<file path="config.mk">
export PLATFORM = sky130hd
export DESIGN_NAME = ogg_page_parser_crc_check_flat
export DESIGN_NICKNAME = d
export VERILOG_FILES = /design/src/rtl/opp_pkg.sv /design/src/rtl/opp_in_if.sv /design/src/rtl/opp_out_if.sv /design/src/rtl/opp_front.sv /design/src/rtl/opp_queue.sv /design/src/rtl/opp_back.sv /design/src/rtl/ogg_page_parser_crc_check.sv /design/src/flat_wrapper.sv
export SDC_FILE = /design/constraint.sdc
export NUM_CORES = 1
export LEC_CHECK = 0
export ABC_AREA = 1
export BUFFER_PORTS_ARGS = -buffer_cell sky130_fd_sc_hd__buf_2
export CAP_MARGIN = 20
export CORE_ASPECT_RATIO = 1.5
export CORE_MARGIN = 4
export CORE_UTILIZATION = 55
export DETAILED_ROUTE_END_ITERATION = 10
export PLACE_DENSITY_LB_ADDON = 0.1
export SETUP_SLACK_MARGIN = 0.5
export SKIP_CTS_REPAIR_TIMING = 1
export SYNTH_ARGS = -nofsm -noshare
export SYNTH_HDL_FRONTEND = slang
export SYNTH_SLANG_ARGS = --single-unit
</file>
<file path="constraint.sdc">
create_clock -name i_clk -period 7.8 [get_ports i_clk]
set_input_delay 0.39 -clock i_clk [delete_from_list [all_inputs] [get_ports i_clk]]
set_output_delay 0.39 -clock i_clk [all_outputs]
set_load 0.01 [all_outputs]
</file>
<file path="src/rtl/opp_pkg.sv">
// Shared types, constants and the CRC step for the Ogg page parser.
// No dependencies; every module imports this package.
package opp_pkg;

    // Result kinds
    typedef enum logic [2:0] {
        K_PACKET      = 3'd0,
        K_SUMMARY     = 3'd1,
        K_BAD_CAPTURE = 3'd2,
        K_BAD_VERSION = 3'd3,
        K_TRUNC       = 3'd4
    } t_kind;

    // Parser phases, one-hot
    typedef enum logic [3:0] {
        PH_HDR  = 4'b0001,
        PH_LACE = 4'b0010,
        PH_BODY = 4'b0100,
        PH_HUNT = 4'b1000
    } t_phase;

    localparam logic [31:0] CRC_POLY     = 32'h04C1_1DB7;
    localparam logic [7:0]  LACE_FULL    = 8'hFF;
    localparam logic [4:0]  VERSION_AT   = 5'd4;
    localparam logic [4:0]  TYPE_AT      = 5'd5;
    localparam logic [4:0]  CRC_FIELD_AT = 5'd22;
    localparam logic [4:0]  SEGCOUNT_AT  = 5'd26;
    localparam logic [7:0]  CAPTURE [4]  = '{8'h4F, 8'h67, 8'h67, 8'h53};

    // Result queue depth
    localparam int Q_DEPTH = 2;
    localparam int Q_PTR_W = (Q_DEPTH > 1) ? $clog2(Q_DEPTH) : 1;
    localparam int Q_CNT_W = $clog2(Q_DEPTH + 1);

    // One queue entry: every result caused by one input byte (one or two beats)
    typedef struct packed {
        logic        two;
        t_kind       kind0;
        t_kind       kind1;
        logic [15:0] len_pkt;
        logic [15:0] len_body;
        logic [7:0]  page_type;
        logic [31:0] gran_lo;
        logic [31:0] gran_hi;
        logic [31:0] serial;
        logic [31:0] sequence_no;
        logic [7:0]  seg_count;
        logic [7:0]  pkt_count;
        logic        ctail;
        logic        crc_ok;
    } t_rec;

    // Unreflected CRC-32 over one byte, MSB first
    function automatic logic [31:0] crc_step(input logic [31:0] crc, input logic [7:0] b);
        logic [31:0] c;
        c = crc ^ {b, 24'h000000};
        for (int k = 0; k < 8; k++) begin
            c = c[31] ? ((c << 1) ^ CRC_POLY) : (c << 1);
        end
        return c;
    endfunction

endpackage

</file>
<file path="src/rtl/opp_in_if.sv">
// Byte stream channel into the Ogg page parser.
// Carries valid, ready and one stream byte with its end-of-buffer mark.
interface opp_in_if;
    logic       valid;
    logic       ready;
    logic [7:0] data_byte;
    logic       end_of_buffer;

    modport source(output valid, data_byte, end_of_buffer, input ready);
    modport sink(input valid, data_byte, end_of_buffer, output ready);
endinterface

</file>
<file path="src/rtl/opp_out_if.sv">
// Result channel out of the Ogg page parser.
// Carries valid, ready and one result item.
interface opp_out_if;
    logic        valid;
    logic        ready;
    logic [2:0]  kind;
    logic [15:0] length;
    logic        last_of_run;
    logic [7:0]  page_type;
    logic [31:0] granule_low;
    logic [31:0] granule_high;
    logic [31:0] stream_serial;
    logic [31:0] page_sequence;
    logic [7:0]  segment_count;
    logic [7:0]  packet_count;
    logic        continued_tail;
    logic        crc_ok;

    modport source(output valid, kind, length, last_of_run, page_type, granule_low,
                   granule_high, stream_serial, page_sequence, segment_count,
                   packet_count, continued_tail, crc_ok, input ready);
    modport sink(input valid, kind, length, last_of_run, page_type, granule_low,
                 granule_high, stream_serial, page_sequence, segment_count,
                 packet_count, continued_tail, crc_ok, output ready);
endinterface

</file>
<file path="src/rtl/opp_front.sv">
// Front end: takes stream bytes, runs the page parser and the CRC, and
// pushes one queue entry per byte that causes results. Uses opp_pkg, opp_in_if.
module opp_front
    import opp_pkg::*;
(
    input  logic           i_clk,
    input  logic           i_rst_n,
    opp_in_if.sink         i_in,
    input  logic           i_full,
    output logic           o_push,
    output t_rec           o_rec
);

    t_phase      r_phase, n_phase;
    logic [4:0]  r_idx, n_idx;
    logic [7:0]  r_type, n_type;
    logic [31:0] r_gran_lo, n_gran_lo;
    logic [31:0] r_gran_hi, n_gran_hi;
    logic [31:0] r_serial, n_serial;
    logic [31:0] r_seq, n_seq;
    logic [31:0] r_stored_crc, n_stored_crc;
    logic [7:0]  r_seg_total, n_seg_total;
    logic [7:0]  r_seg_left, n_seg_left;
    logic [16:0] r_body_total, n_body_total;
    logic [16:0] r_body_left, n_body_left;
    logic [15:0] r_run, n_run;
    logic [7:0]  r_packets, n_packets;
    logic        r_tail, n_tail;
    logic [31:0] r_crc, n_crc;

    logic        w_fire;
    logic [7:0]  w_b;
    logic        w_eob;
    logic [7:0]  w_crc_byte;
    logic [1:0]  w_lane;
    logic [31:0] w_lane_val;
    logic [15:0] w_run_sum;
    logic        w_has_pkt, w_has_sum, w_has_err, w_has_trunc, w_parse;
    t_kind       w_err_kind;

    assign i_in.ready = !i_full;
    assign w_fire     = i_in.valid && !i_full;
    assign w_b        = i_in.data_byte;
    assign w_eob      = i_in.end_of_buffer;
    // header fields are 4-byte groups starting at 6, 10, 14, 18, 22
    assign w_lane     = r_idx[1:0] + 2'd2;
    assign w_lane_val = {24'h000000, w_b} << {w_lane, 3'b000};
    assign w_run_sum  = r_run + {8'h00, w_b};

    always_comb begin
        n_phase      = r_phase;
        n_idx        = r_idx;
        n_type       = r_type;
        n_gran_lo    = r_gran_lo;
        n_gran_hi    = r_gran_hi;
        n_serial     = r_serial;
        n_seq        = r_seq;
        n_stored_crc = r_stored_crc;
        n_seg_total  = r_seg_total;
        n_seg_left   = r_seg_left;
        n_body_total = r_body_total;
        n_body_left  = r_body_left;
        n_run        = r_run;
        n_packets    = r_packets;
        n_tail       = r_tail;
        n_crc        = r_crc;
        w_has_pkt    = 1'b0;
        w_has_sum    = 1'b0;
        w_has_err    = 1'b0;
        w_has_trunc  = 1'b0;
        w_parse      = 1'b0;
        w_err_kind   = K_BAD_CAPTURE;
        w_crc_byte   = w_b;

        if (w_fire) begin
            unique case (r_phase)
                PH_HUNT: begin
                    if (w_eob) begin
                        n_phase = PH_HDR;
                    end
                end
                PH_HDR: begin
                    w_parse = 1'b1;
                    // stored CRC bytes count as zero
                    if (r_idx >= CRC_FIELD_AT && r_idx < SEGCOUNT_AT) begin
                        w_crc_byte = 8'h00;
                    end
                    if (r_idx < VERSION_AT && w_b != CAPTURE[r_idx[1:0]]) begin
                        w_has_err  = 1'b1;
                        w_err_kind = K_BAD_CAPTURE;
                    end else if (r_idx == VERSION_AT && w_b != 8'h00) begin
                        w_has_err  = 1'b1;
                        w_err_kind = K_BAD_VERSION;
                    end else begin
                        case (r_idx) inside
                            TYPE_AT:        n_type       = w_b;
                            [5'd6:5'd9]:    n_gran_lo    = r_gran_lo | w_lane_val;
                            [5'd10:5'd13]:  n_gran_hi    = r_gran_hi | w_lane_val;
                            [5'd14:5'd17]:  n_serial     = r_serial | w_lane_val;
                            [5'd18:5'd21]:  n_seq        = r_seq | w_lane_val;
                            [5'd22:5'd25]:  n_stored_crc = r_stored_crc | w_lane_val;
                            default: ;
                        endcase
                        if (r_idx >= SEGCOUNT_AT) begin
                            n_seg_total = w_b;
                            n_seg_left  = w_b;
                            if (w_b == 8'h00) begin
                                w_has_sum = 1'b1;
                            end else begin
                                n_phase = PH_LACE;
                            end
                        end else begin
                            n_idx = r_idx + 5'd1;
                        end
                    end
                end
                PH_LACE: begin
                    w_parse      = 1'b1;
                    n_body_total = r_body_total + {9'h000, w_b};
                    n_run        = w_run_sum;
                    n_seg_left   = r_seg_left - 8'd1;
                    if (w_b != LACE_FULL) begin
                        n_packets = r_packets + 8'd1;
                        n_run     = 16'h0000;
                        w_has_pkt = 1'b1;
                    end
                    if (n_seg_left == 8'd0) begin
                        // a full final lacing value closes a continued tail packet
                        if (w_b == LACE_FULL) begin
                            n_packets = r_packets + 8'd1;
                            n_tail    = 1'b1;
                            n_run     = 16'h0000;
                            w_has_pkt = 1'b1;
                        end
                        if (n_body_total == 17'd0) begin
                            w_has_sum = 1'b1;
                        end else begin
                            n_body_left = n_body_total;
                            n_phase     = PH_BODY;
                        end
                    end
                end
                PH_BODY: begin
                    w_parse     = 1'b1;
                    n_body_left = r_body_left - 17'd1;
                    if (n_body_left == 17'd0) begin
                        w_has_sum = 1'b1;
                    end
                end
                default: ;
            endcase

            if (w_parse) begin
                n_crc = crc_step(r_crc, w_crc_byte);
            end
            w_has_trunc = w_parse && w_eob && !w_has_sum && !w_has_err;
        end

        // entry is built from the updated page state, before any restart
        o_rec.two         = w_has_pkt && (w_has_sum || w_has_trunc);
        o_rec.kind0       = w_has_err ? w_err_kind :
                            w_has_pkt ? K_PACKET :
                            w_has_sum ? K_SUMMARY : K_TRUNC;
        o_rec.kind1       = w_has_sum ? K_SUMMARY : K_TRUNC;
        o_rec.len_pkt     = w_run_sum;
        o_rec.len_body    = n_body_total[15:0];
        o_rec.page_type   = n_type;
        o_rec.gran_lo     = n_gran_lo;
        o_rec.gran_hi     = n_gran_hi;
        o_rec.serial      = n_serial;
        o_rec.sequence_no = n_seq;
        o_rec.seg_count   = n_seg_total;
        o_rec.pkt_count   = n_packets;
        o_rec.ctail       = n_tail;
        o_rec.crc_ok      = (n_stored_crc == n_crc);
        o_push            = w_has_err || w_has_pkt || w_has_sum || w_has_trunc;

        // restart the page on error, page end or truncation
        if (w_has_err || w_has_sum || w_has_trunc) begin
            n_phase      = (w_has_err && !w_eob) ? PH_HUNT : PH_HDR;
            n_idx        = 5'd0;
            n_type       = 8'h00;
            n_gran_lo    = 32'h0;
            n_gran_hi    = 32'h0;
            n_serial     = 32'h0;
            n_seq        = 32'h0;
            n_stored_crc = 32'h0;
            n_seg_total  = 8'h00;
            n_seg_left   = 8'h00;
            n_body_total = 17'd0;
            n_body_left  = 17'd0;
            n_run        = 16'h0000;
            n_packets    = 8'h00;
            n_tail       = 1'b0;
            n_crc        = 32'h0;
        end
    end

    always_ff @(posedge i_clk) begin
        if (!i_rst_n) begin
            r_phase      <= PH_HDR;
            r_idx        <= 5'd0;
            r_type       <= 8'h00;
            r_gran_lo    <= 32'h0;
            r_gran_hi    <= 32'h0;
            r_serial     <= 32'h0;
            r_seq        <= 32'h0;
            r_stored_crc <= 32'h0;
            r_seg_total  <= 8'h00;
            r_seg_left   <= 8'h00;
            r_body_total <= 17'd0;
            r_body_left  <= 17'd0;
            r_run        <= 16'h0000;
            r_packets    <= 8'h00;
            r_tail       <= 1'b0;
            r_crc        <= 32'h0;
        end else begin
            r_phase      <= n_phase;
            r_idx        <= n_idx;
            r_type       <= n_type;
            r_gran_lo    <= n_gran_lo;
            r_gran_hi    <= n_gran_hi;
            r_serial     <= n_serial;
            r_seq        <= n_seq;
            r_stored_crc <= n_stored_crc;
            r_seg_total  <= n_seg_total;
            r_seg_left   <= n_seg_left;
            r_body_total <= n_body_total;
            r_body_left  <= n_body_left;
            r_run        <= n_run;
            r_packets    <= n_packets;
            r_tail       <= n_tail;
            r_crc        <= n_crc;
        end
    end

endmodule

</file>
<file path="src/rtl/opp_queue.sv">
// Short result queue between the parser front end and the output back end.
// Holds Q_DEPTH entries of t_rec from opp_pkg.
module opp_queue
    import opp_pkg::*;
(
    input  logic i_clk,
    input  logic i_rst_n,
    input  logic i_push,
    input  t_rec i_rec,
    output logic o_full,
    output logic o_valid,
    output t_rec o_head,
    input  logic i_pop
);

    t_rec               r_mem [Q_DEPTH];
    logic [Q_PTR_W-1:0] r_wr, n_wr;
    logic [Q_PTR_W-1:0] r_rd, n_rd;
    logic [Q_CNT_W-1:0] r_cnt, n_cnt;

    assign o_full  = (r_cnt == Q_CNT_W'(Q_DEPTH));
    assign o_valid = (r_cnt != '0);
    assign o_head  = r_mem[r_rd];

    always_comb begin
        n_wr  = r_wr;
        n_rd  = r_rd;
        n_cnt = r_cnt;
        if (i_push) begin
            n_wr = (r_wr == Q_PTR_W'(Q_DEPTH - 1)) ? '0 : r_wr + 1'b1;
        end
        if (i_pop) begin
            n_rd = (r_rd == Q_PTR_W'(Q_DEPTH - 1)) ? '0 : r_rd + 1'b1;
        end
        if (i_push && !i_pop) begin
            n_cnt = r_cnt + 1'b1;
        end else if (!i_push && i_pop) begin
            n_cnt = r_cnt - 1'b1;
        end
    end

    always_ff @(posedge i_clk) begin
        if (i_push) begin
            r_mem[r_wr] <= i_rec;
        end
    end

    always_ff @(posedge i_clk) begin
        if (!i_rst_n) begin
            r_wr  <= '0;
            r_rd  <= '0;
            r_cnt <= '0;
        end else begin
            r_wr  <= n_wr;
            r_rd  <= n_rd;
            r_cnt <= n_cnt;
        end
    end

endmodule

</file>
<file path="src/rtl/opp_back.sv">
// Back end: splits each queue entry into one or two result beats.
// Uses opp_pkg and opp_out_if.
module opp_back
    import opp_pkg::*;
(
    input  logic       i_clk,
    input  logic       i_rst_n,
    input  logic       i_valid,
    input  t_rec       i_head,
    output logic       o_pop,
    opp_out_if.source  o_out
);

    logic  r_beat;
    logic  w_last;
    logic  w_fire;
    logic  w_hdr;
    t_kind w_kind;

    assign w_kind = (i_head.two && r_beat) ? i_head.kind1 : i_head.kind0;
    assign w_last = !i_head.two || r_beat;
    assign w_fire = i_valid && o_out.ready;
    assign o_pop  = w_fire && w_last;
    assign w_hdr  = (w_kind == K_PACKET) || (w_kind == K_SUMMARY);

    assign o_out.valid          = i_valid;
    assign o_out.kind           = w_kind;
    assign o_out.length         = (w_kind == K_PACKET)  ? i_head.len_pkt :
                                  (w_kind == K_SUMMARY) ? i_head.len_body : 16'h0000;
    assign o_out.last_of_run    = w_last;
    assign o_out.page_type      = w_hdr ? i_head.page_type : 8'h00;
    assign o_out.granule_low    = w_hdr ? i_head.gran_lo : 32'h0;
    assign o_out.granule_high   = w_hdr ? i_head.gran_hi : 32'h0;
    assign o_out.stream_serial  = w_hdr ? i_head.serial : 32'h0;
    assign o_out.page_sequence  = w_hdr ? i_head.sequence_no : 32'h0;
    assign o_out.segment_count  = w_hdr ? i_head.seg_count : 8'h00;
    assign o_out.packet_count   = w_hdr ? i_head.pkt_count : 8'h00;
    assign o_out.continued_tail = w_hdr && i_head.ctail;
    assign o_out.crc_ok         = (w_kind == K_SUMMARY) && i_head.crc_ok;

    // advance to the second beat, or back to the first once the entry is gone
    always_ff @(posedge i_clk) begin
        if (!i_rst_n) begin
            r_beat <= 1'b0;
        end else if (w_fire) begin
            r_beat <= !w_last;
        end
    end

endmodule

</file>
<file path="src/rtl/ogg_page_parser_crc_check.sv">
// Top level of the Ogg page parser with page CRC check.
// Uses opp_pkg, opp_in_if, opp_out_if, opp_front, opp_queue, opp_back.
//
//  channel  dir  payload                                        beat
//  i_in     in   data_byte, end_of_buffer                       one stream byte
//  o_out    out  kind, length, last_of_run, page header, flags  one result
//
// One byte is taken per cycle while the queue is not full; the parser and
// the 8-step CRC update close in that cycle. A byte's results (zero, one or
// two beats) wait in a two-entry queue; a two-beat entry is popped after
// its second beat. i_in.ready drops only while the queue is full, so output
// stalls reach the input after two pending entries. Reset is synchronous and
// restarts the parser at the capture pattern with an empty queue.
module ogg_page_parser_crc_check
    import opp_pkg::*;
(
    input  logic       i_clk,
    input  logic       i_rst_n,
    opp_in_if.sink     i_in,
    opp_out_if.source  o_out
);

    logic w_push;
    logic w_full;
    logic w_q_valid;
    logic w_pop;
    t_rec w_rec;
    t_rec w_head;

    opp_front u_front (
        .i_clk   (i_clk),
        .i_rst_n (i_rst_n),
        .i_in    (i_in),
        .i_full  (w_full),
        .o_push  (w_push),
        .o_rec   (w_rec)
    );

    opp_queue u_queue (
        .i_clk   (i_clk),
        .i_rst_n (i_rst_n),
        .i_push  (w_push),
        .i_rec   (w_rec),
        .o_full  (w_full),
        .o_valid (w_q_valid),
        .o_head  (w_head),
        .i_pop   (w_pop)
    );

    opp_back u_back (
        .i_clk   (i_clk),
        .i_rst_n (i_rst_n),
        .i_valid (w_q_valid),
        .i_head  (w_head),
        .o_pop   (w_pop),
        .o_out   (o_out)
    );

`ifndef SYNTHESIS
    a_no_push_full: assert property (@(posedge i_clk) disable iff (!i_rst_n)
        w_push |-> !w_full)
        else $error("result pushed into a full queue");

    a_pop_valid: assert property (@(posedge i_clk) disable iff (!i_rst_n)
        w_pop |-> w_q_valid)
        else $error("queue popped while empty");

    a_summary_last: assert property (@(posedge i_clk) disable iff (!i_rst_n)
        (o_out.valid && o_out.kind == K_SUMMARY) |-> o_out.last_of_run)
        else $error("page summary not the last beat of its byte");

    a_error_clean: assert property (@(posedge i_clk) disable iff (!i_rst_n)
        (o_out.valid && (o_out.kind == K_BAD_CAPTURE || o_out.kind == K_BAD_VERSION ||
                         o_out.kind == K_TRUNC))
        |-> (o_out.length == 16'h0000 && o_out.segment_count == 8'h00 && !o_out.crc_ok))
        else $error("error result carries page fields");
`endif

endmodule
</file>
<file path="src/flat_wrapper.sv">
// flat-port wrapper written by rule: the top's interface ports become plain ports
module ogg_page_parser_crc_check_flat import opp_pkg::*;
  (i_clk, i_rst_n, i_in_valid, i_in_data_byte, i_in_end_of_buffer, i_in_ready, o_out_valid, o_out_kind, o_out_length, o_out_last_of_run, o_out_page_type, o_out_granule_low, o_out_granule_high, o_out_stream_serial, o_out_page_sequence, o_out_segment_count, o_out_packet_count, o_out_continued_tail, o_out_crc_ok, o_out_ready);
  opp_in_if i_in_i ();
  opp_out_if o_out_i ();
  input  logic i_clk;
  input  logic i_rst_n;
  input wire logic [$bits(i_in_i.valid)-1:0] i_in_valid;
  input wire logic [$bits(i_in_i.data_byte)-1:0] i_in_data_byte;
  input wire logic [$bits(i_in_i.end_of_buffer)-1:0] i_in_end_of_buffer;
  output wire logic [$bits(i_in_i.ready)-1:0] i_in_ready;
  output wire logic [$bits(o_out_i.valid)-1:0] o_out_valid;
  output wire logic [$bits(o_out_i.kind)-1:0] o_out_kind;
  output wire logic [$bits(o_out_i.length)-1:0] o_out_length;
  output wire logic [$bits(o_out_i.last_of_run)-1:0] o_out_last_of_run;
  output wire logic [$bits(o_out_i.page_type)-1:0] o_out_page_type;
  output wire logic [$bits(o_out_i.granule_low)-1:0] o_out_granule_low;
  output wire logic [$bits(o_out_i.granule_high)-1:0] o_out_granule_high;
  output wire logic [$bits(o_out_i.stream_serial)-1:0] o_out_stream_serial;
  output wire logic [$bits(o_out_i.page_sequence)-1:0] o_out_page_sequence;
  output wire logic [$bits(o_out_i.segment_count)-1:0] o_out_segment_count;
  output wire logic [$bits(o_out_i.packet_count)-1:0] o_out_packet_count;
  output wire logic [$bits(o_out_i.continued_tail)-1:0] o_out_continued_tail;
  output wire logic [$bits(o_out_i.crc_ok)-1:0] o_out_crc_ok;
  input wire logic [$bits(o_out_i.ready)-1:0] o_out_ready;
  assign i_in_i.valid = i_in_valid;
  assign i_in_i.data_byte = i_in_data_byte;
  assign i_in_i.end_of_buffer = i_in_end_of_buffer;
  assign i_in_ready = i_in_i.ready;
  assign o_out_valid = o_out_i.valid;
  assign o_out_kind = o_out_i.kind;
  assign o_out_length = o_out_i.length;
  assign o_out_last_of_run = o_out_i.last_of_run;
  assign o_out_page_type = o_out_i.page_type;
  assign o_out_granule_low = o_out_i.granule_low;
  assign o_out_granule_high = o_out_i.granule_high;
  assign o_out_stream_serial = o_out_i.stream_serial;
  assign o_out_page_sequence = o_out_i.page_sequence;
  assign o_out_segment_count = o_out_i.segment_count;
  assign o_out_packet_count = o_out_i.packet_count;
  assign o_out_continued_tail = o_out_i.continued_tail;
  assign o_out_crc_ok = o_out_i.crc_ok;
  assign o_out_i.ready = o_out_ready;
  ogg_page_parser_crc_check u_core (.i_clk(i_clk), .i_rst_n(i_rst_n), .i_in(i_in_i), .o_out(o_out_i));
endmodule
</file>
==> results of run 1 <==
-- cells by family (layout without fill, tap and decap cells) --
family,count (synthesis),after routing,share of synthesized area
XOR/XNOR,60,60,0.01748
AO/OA/AOI/OAI,509,509,0.09298
multiplexers,9,9,0.002997
buffers and inverters,545,729,0.07238
adder cells (fa/ha/maj),29,29,0.01257
flip-flops,674,674,0.5767
AND/OR/NAND/NOR,1636,1636,0.2249
other,0,1,0
-- synth_stat cells, types with 7 or more instances --
library cell	instances	area [um2]
xor2_1	45	394.1
a31oi_1	18	112.6
edfxtp_1	384	11530
nor2_2	7	43.79
o21ai_0	71	355.3
clkbuf_1	91	341.6
o21ai_1	12	60.06
inv_1	390	1464
nand3b_1	17	127.6
or2_2	12	75.07
clkinv_1	7	26.28
o21a_1	9	67.56
buf_6	11	123.9
buf_2	32	160.2
nand2_2	30	187.7
nor3_1	36	180.2
nand2_1	1010	3791
inv_2	11	41.29
xnor2_1	15	131.4
dfxtp_1	290	5806
nand3_1	128	640.6
o211ai_1	24	180.2
mux2i_1	9	90.09
ha_1	27	337.8
nand4_1	20	125.1
a41oi_1	16	140.1
a21oi_1	330	1652
a21o_1	17	127.6
nand3_2	9	90.09
nor2_1	348	1306
-- per-layer routing --
metal  track usage  part of all wire  wire length (um)
met5             0           0.00016                13
met4        0.1150             0.046              3847
met3       0.03453             0.049              4072
met2        0.5047              0.52             43240
met1        0.3270              0.38             31640
-- flip-flops by register name, indices dropped and copies added, names as in the netlist, 2 cells and up, named ones only --
| register | cells |
|---|---|
| u_core.u_queue.r_cnt | 2 |
| u_core.u_front.r_gran_lo | 32 |
| u_core.u_front.r_body_left | 17 |
| u_core.u_queue.r_mem | 384 |
| u_core.u_front.r_body_total | 17 |
| u_core.u_front.r_seg_total | 8 |
| u_core.u_front.r_phase | 4 |
| u_core.u_front.r_type | 8 |
| u_core.u_front.r_crc | 32 |
| u_core.u_front.r_idx | 5 |
| u_core.u_front.r_packets | 8 |
| u_core.u_front.r_serial | 32 |
| u_core.u_front.r_stored_crc | 32 |
| u_core.u_front.r_seg_left | 8 |
| u_core.u_front.r_run | 16 |
| u_core.u_front.r_seq | 32 |
| u_core.u_front.r_gran_hi | 32 |
-- through the flow --
stage / util / total power [mW]
2_1_floorplan: - / 7.006
3_3_place_gp: 0.5837 / 7.998
6_report: 0.6181 / 10.78
3_5_place_dp: 0.5839 / 8.059
4_1_cts: 0.6179 / 10.85
5_1_grt: 0.6180 / 11.38
-- worst max-delay path, stage by stage (launching register included) --
cell and delay (ps):
dfxtp_4 490, inv_6 690, nand2_1 110, nand2_1 120
nand2_1 160, o21ai_0 630, nand3_1 750, a21oi_1 600
buf_2 220
-- area by class of cell --
type	instances	area share
tap	689	0.02589
multi-input combinational	2243	0.3175
antenna	1	0.00007515
timing repair buffer	213	0.03420
inverter	408	0.04645
clock inverter	25	0.006313
clock buffer	83	0.04881
sequential	674	0.5208
-- report_power, final --
part	internal, mW	switching, mW	leakage [nW]
Clock	1.52	1.29	0.907
Combinational	0.891	2.39	7.78
Sequential	4.49	0.201	6.00
Total	6.90	3.88	14.7
-- worst paths after layout --
kind / start / endpoint / slack (ps)
setup / recovery: register / o_out_crc_ok / 2950
hold / removal: i_rst_n / u_core.u_front.r_phase[0]$_SDFFE_PN1P_ / 30
setup reg to reg: u_core.u_front.r_phase[3]$_SDFFE_PN0P_ / u_core.u_queue.r_mem[0][75]$_DFFE_PP_ / 3120
hold reg to reg: u_core.u_queue.r_rd$_SDFFE_PN0P_ / register / 440
==> flow_summary_export.csv, run 1 <==
group,metric,value,unit
place,port_buffers,188,
hold_path,hold_path.class,"input port to register",
worst_setup_path,worst-r2r-cell-count,13,
cells_and_area,finalNonFillerCells,4336,
sta,max_freq,206.1,MHz
drt,vias_per_cell,5.499,
sta,drv_slew,0,
sta,rsz0062_at_grt,"no",
worst_setup_path,arrival,4460,ps
clock_network,htreeDepth,2,
grt,grt_pass1_vias,23110,
die,die-area,58540,um2
sta,fin_setup_tns,0,ps
drt,wl,82820,um
place,dp_cells,4226,
die,die_w,198.9,um
logic_synthesis,ys.flop_type,"edfxtp_1",
pwr,power_density,323.8,nW/um2
clock_network,numCtsBuffers,58,
place,place_ws,3209,ps
logic_synthesis,synthArstFlopShare,0,
logic_synthesis,synth_nets,3504,
worst_setup_path,endpoint_kind,"output pin",
place,dpl.hpwl,56780,um
sta,hold_violations,0,
hold_path,min_path_cells,2,
worst_setup_path,worst_setup_path_start_kind,"register",
die,fp.dieH,294.3,um
clock_network,clk_latency,630,ps
drt,drtAntennaViolNets,0,
worst_setup_path,crit_type,"register to output pin",
cells_and_area,nNetsFinal,3640,
logic_synthesis,synthCells,3462,
sta,layout_setup_ws,2947,ps
clock_network,cts_tree,"built",
die,core.rowCount,104,
cells_and_area,area_growth,10.76,%
drt,remaining_drc_errors,0,
worst_setup_path,crit_required,7410,ps
sta,worst_slew_pin_slew,1188,ps
clock_network,clk_pin_slew,60,ps
cells_and_area,final_area,33300,um2
pwr,leakagePower,14.69,nW
grt,overflow,0,
place,placed_cell_area,31450,um2
logic_synthesis,synth_area,30060,um2
drt,num_vias,23850,
logic_synthesis,yosysSeqAreaShare,0.5767,
outcome,outcome,"complete, no violations",
grt,grt_pass1_wl,127400,um
logic_synthesis,yosysUniqueCellTypes,51,
worst_setup_path,path_max_fanout,104,
logic_synthesis,ys_warn_count,0,
clock_network,cts_buffer_depth,3,
cells_and_area,multiInputGateArea,10570,um2
sta,layout_min_cycle_time,4853,ps
logic_synthesis,avgSynthCellArea,8.683,um2
cells_and_area,regArea,17340,um2
run,maxCapViolCount,0,
cells_and_area,fill_cells,4647,
sta,final.setup_skew,26.65,ps
drt,wl_per_cell,19.10,um
pwr,irDropWorstVdd,0.2849,mV
grt,grt_max_degree,181,
logic_synthesis,synth-edff-count,384,
clock_network,cts.sinks,674,
sta,maxSlewHeadroom,0.1979,
cells_and_area,final_cell_mix,"nand2_1 (1008), inv_1 (387), edfxtp_1 (384)",
grt,grt_use_total,0.2765,
clock_network,cts_root_buf,"clkbuf_16",
drt,drt_iter0_drc,1729,
die,core,53870,um2
drt,first_pass_iters,6,
die,ios,189,
sta,setup_violations,0,
logic_synthesis,ys_ff_latch,674,
sta,post-route-period-util,0.6222,
cells_and_area,drive_gt1_frac,0.1070,
grt,antenna_found_initial,2,
die,start_util,0.5580,
cells_and_area,final_common_cell,"nand2_1",
sta,timing.hold.ws,27.11,ps
place,place.gp.congestion,0.9412,
Note: power is estimated with default switching activity, not from simulation.
==> run 2, diff against run 1 <==
==> constraint.sdc (replaced) <==
create_clock -name i_clk -period 4.1 [get_ports i_clk]
set_input_delay 0.205 -clock i_clk [delete_from_list [all_inputs] [get_ports i_clk]]
set_output_delay 0.205 -clock i_clk [all_outputs]
set_load 0.01 [all_outputs]
==> run 2 against run 1 <==
Worst setup slack got worse by 2300 ps. Largest power group unchanged. First-iteration DRC count decreased by 0.29%. Cell count increased by 1.5%. Design area increased by 2.9%. Highest routed layer is now met4. Wire length increased by 3.1%. Clock power increased by 110%. Sequential share of layout area decreased by 1.4 points. Critical path depth increased by 2. Clock skew increased by 6.2 ps.
==> flow_summary_export.csv, run 2 (synthesized netlist as in run 1, its figures left out) <==
group,metric,value,unit
outcome,outcome,"complete, no violations",
clock_network,clk_latency,650,ps
cells_and_area,n_antenna_cell,0,
clock_network,cts_buffer_depth,3,
drt,first_pass_iters,7,
pwr,p_total,21.40,mW
cells_and_area,largest_register_ffs,384,
die,die-area,58540,um2
cells_and_area,drive_gt1_frac,0.1277,
die,die_w,198.9,um
cells_and_area,multiInputGateArea,10690,um2
worst_setup_path,worst-r2r-cell-count,19,
sta,max_freq,286.5,MHz
cells_and_area,regArea,17350,um2
drt,drt_iter0_drc,1724,
grt,grt_pass1_wl,129900,um
clock_network,cts_tree,"built",
clock_network,cts.sinks,674,
sta,drv_slew,0,
pwr,leakagePower,15.12,nW
sta,hold_violations,0,
sta,maxSlewHeadroom,0.2524,
drt,vias_per_cell,5.453,
worst_setup_path,r2r-start,"u_core.u_front.r_body_total[0]$_SDFF_PP0_",
die,core.rowCount,104,
pwr,irDropWorstVdd,0.4811,mV
grt,grt_pass1_vias,23390,
worst_setup_path,path_max_fanout,27,
worst_setup_path,r2r_end,"u_core.u_queue.r_mem[1][61]$_DFFE_PP_",
die,start_util,0.5580,
clock_network,htreeDepth,2,
sta,fin_setup_tns,0,ps
worst_setup_path,crit_type,"register to output pin",
sta,worst_slew_pin_slew,1121,ps
sta,layout_min_cycle_time,3490,ps
sta,rsz0062_at_grt,"yes",
cells_and_area,finalNonFillerCells,4402,
grt,antenna_found_initial,0,
drt,remaining_drc_errors,0,
place,place.gp.congestion,0.9601,
die,core,53870,um2
cells_and_area,final_common_cell,"nand2_1",
drt,wl_per_cell,19.40,um
place,dpl.hpwl,59760,um
pwr,power_density,624.8,nW/um2
cells_and_area,top_register,"u_core.u_queue.r_mem",
drt,wl,85410,um
run,maxCapViolCount,0,
grt,grt_max_degree,95,
cells_and_area,fill_cells,4576,
cells_and_area,nNetsFinal,3702,
place,dp_cells,4272,
sta,post-route-period-util,0.8513,
worst_setup_path,worst_setup_path_start_kind,"register",
worst_setup_path,r2r_slack,710,ps
place,place_ws,172.8,ps
clock_network,numCtsBuffers,61,
die,fp.dieH,294.3,um
cells_and_area,fin_util,0.6358,
clock_network,cts_root_buf,"clkbuf_16",
sta,setup_violations,0,
grt,grt_use_total,0.2839,
die,ios,189,
drt,num_vias,24010,
cells_and_area,area_growth,13.94,%
hold_path,hold_path.class,"input port to register",
sta,layout_setup_ws,609.5,ps
cells_and_area,final_cell_mix,"nand2_1 (1005), inv_1 (387), edfxtp_1 (384)",
worst_setup_path,endpoint_kind,"output pin",
worst_setup_path,critPathCapture,"o_out_page_sequence[4]",
grt,overflow,0,
place,port_buffers,188,
clock_network,clk_pin_slew,60,ps
worst_setup_path,crit_required,3890,ps
drt,drtAntennaViolNets,0,
worst_setup_path,arrival,3290,ps
sta,final.setup_skew,32.85,ps
[run 2: critical path, stage by stage (launching register included)]
cell     delay, ps
dfxtp_4        570
inv_6           90
nand2_1         70
nand2_1         90
nand2_1        190
o21ai_0        160
o21ai_2        230
nand2_4        350
buf_4          330
a21oi_1        320
buf_2          210
[run 2: worst min path at each step]
stage | cells past startpoint | slack (ps) | from | endpoint
finish | 4 | 180 | i_in_data_byte[2] | u_core.u_front.r_type[2]$_SDFF_PP0_
global route | 3 | 200 | i_in_data_byte[6] | u_core.u_front.r_type[6]$_SDFF_PP0_
CTS | 2 | -170 | i_rst_n | u_core.u_front.r_phase[0]$_SDFFE_PN1P_
detailed placement | 1 | 430 | u_core.u_queue.r_rd$_SDFFE_PN0P_ | register
global placement | 1 | 430 | u_core.u_queue.r_rd$_SDFFE_PN0P_ | register
floorplan | 1 | 290 | i_rst_n | u_core.u_front.r_phase[0]$_SDFFE_PN1P_
[run 2: final cells by class]
type,instances,area share
inverter,408,0.04508
clock buffer,86,0.05150
sequential,674,0.5065
multi-input combinational,2245,0.3122
clock inverter,30,0.008986
timing repair buffer,270,0.05059
tap,689,0.02517
[run 2: metrics by stage]
stage / area [um2] / hold WS [ps]
finish: 34250 / 177.7
global route: 34250 / 195.2
CTS: 34050 / -170.6
detailed placement: 31970 / 430.0
global placement: 31970 / 427.7
floorplan: 30130 / 289.1
[run 2: routing by layer]
metal / global-route usage / routed length (um) / vias up
li1: - / - / 11650
met3: 0.03511 / 4064 / 236
met2: 0.5196 / 44210 / 754
met5: 0 / 0 / -
met1: 0.3240 / 32050 / 11370
met4: 0.1415 / 5093 / 0
[run 2: power breakdown]
part	switching [mW]	total, mW	internal, mW
logic	4.72	6.68	1.95
registers	0.375	8.89	8.52
clock network	2.56	5.83	3.27
total	7.65	21.4	13.7
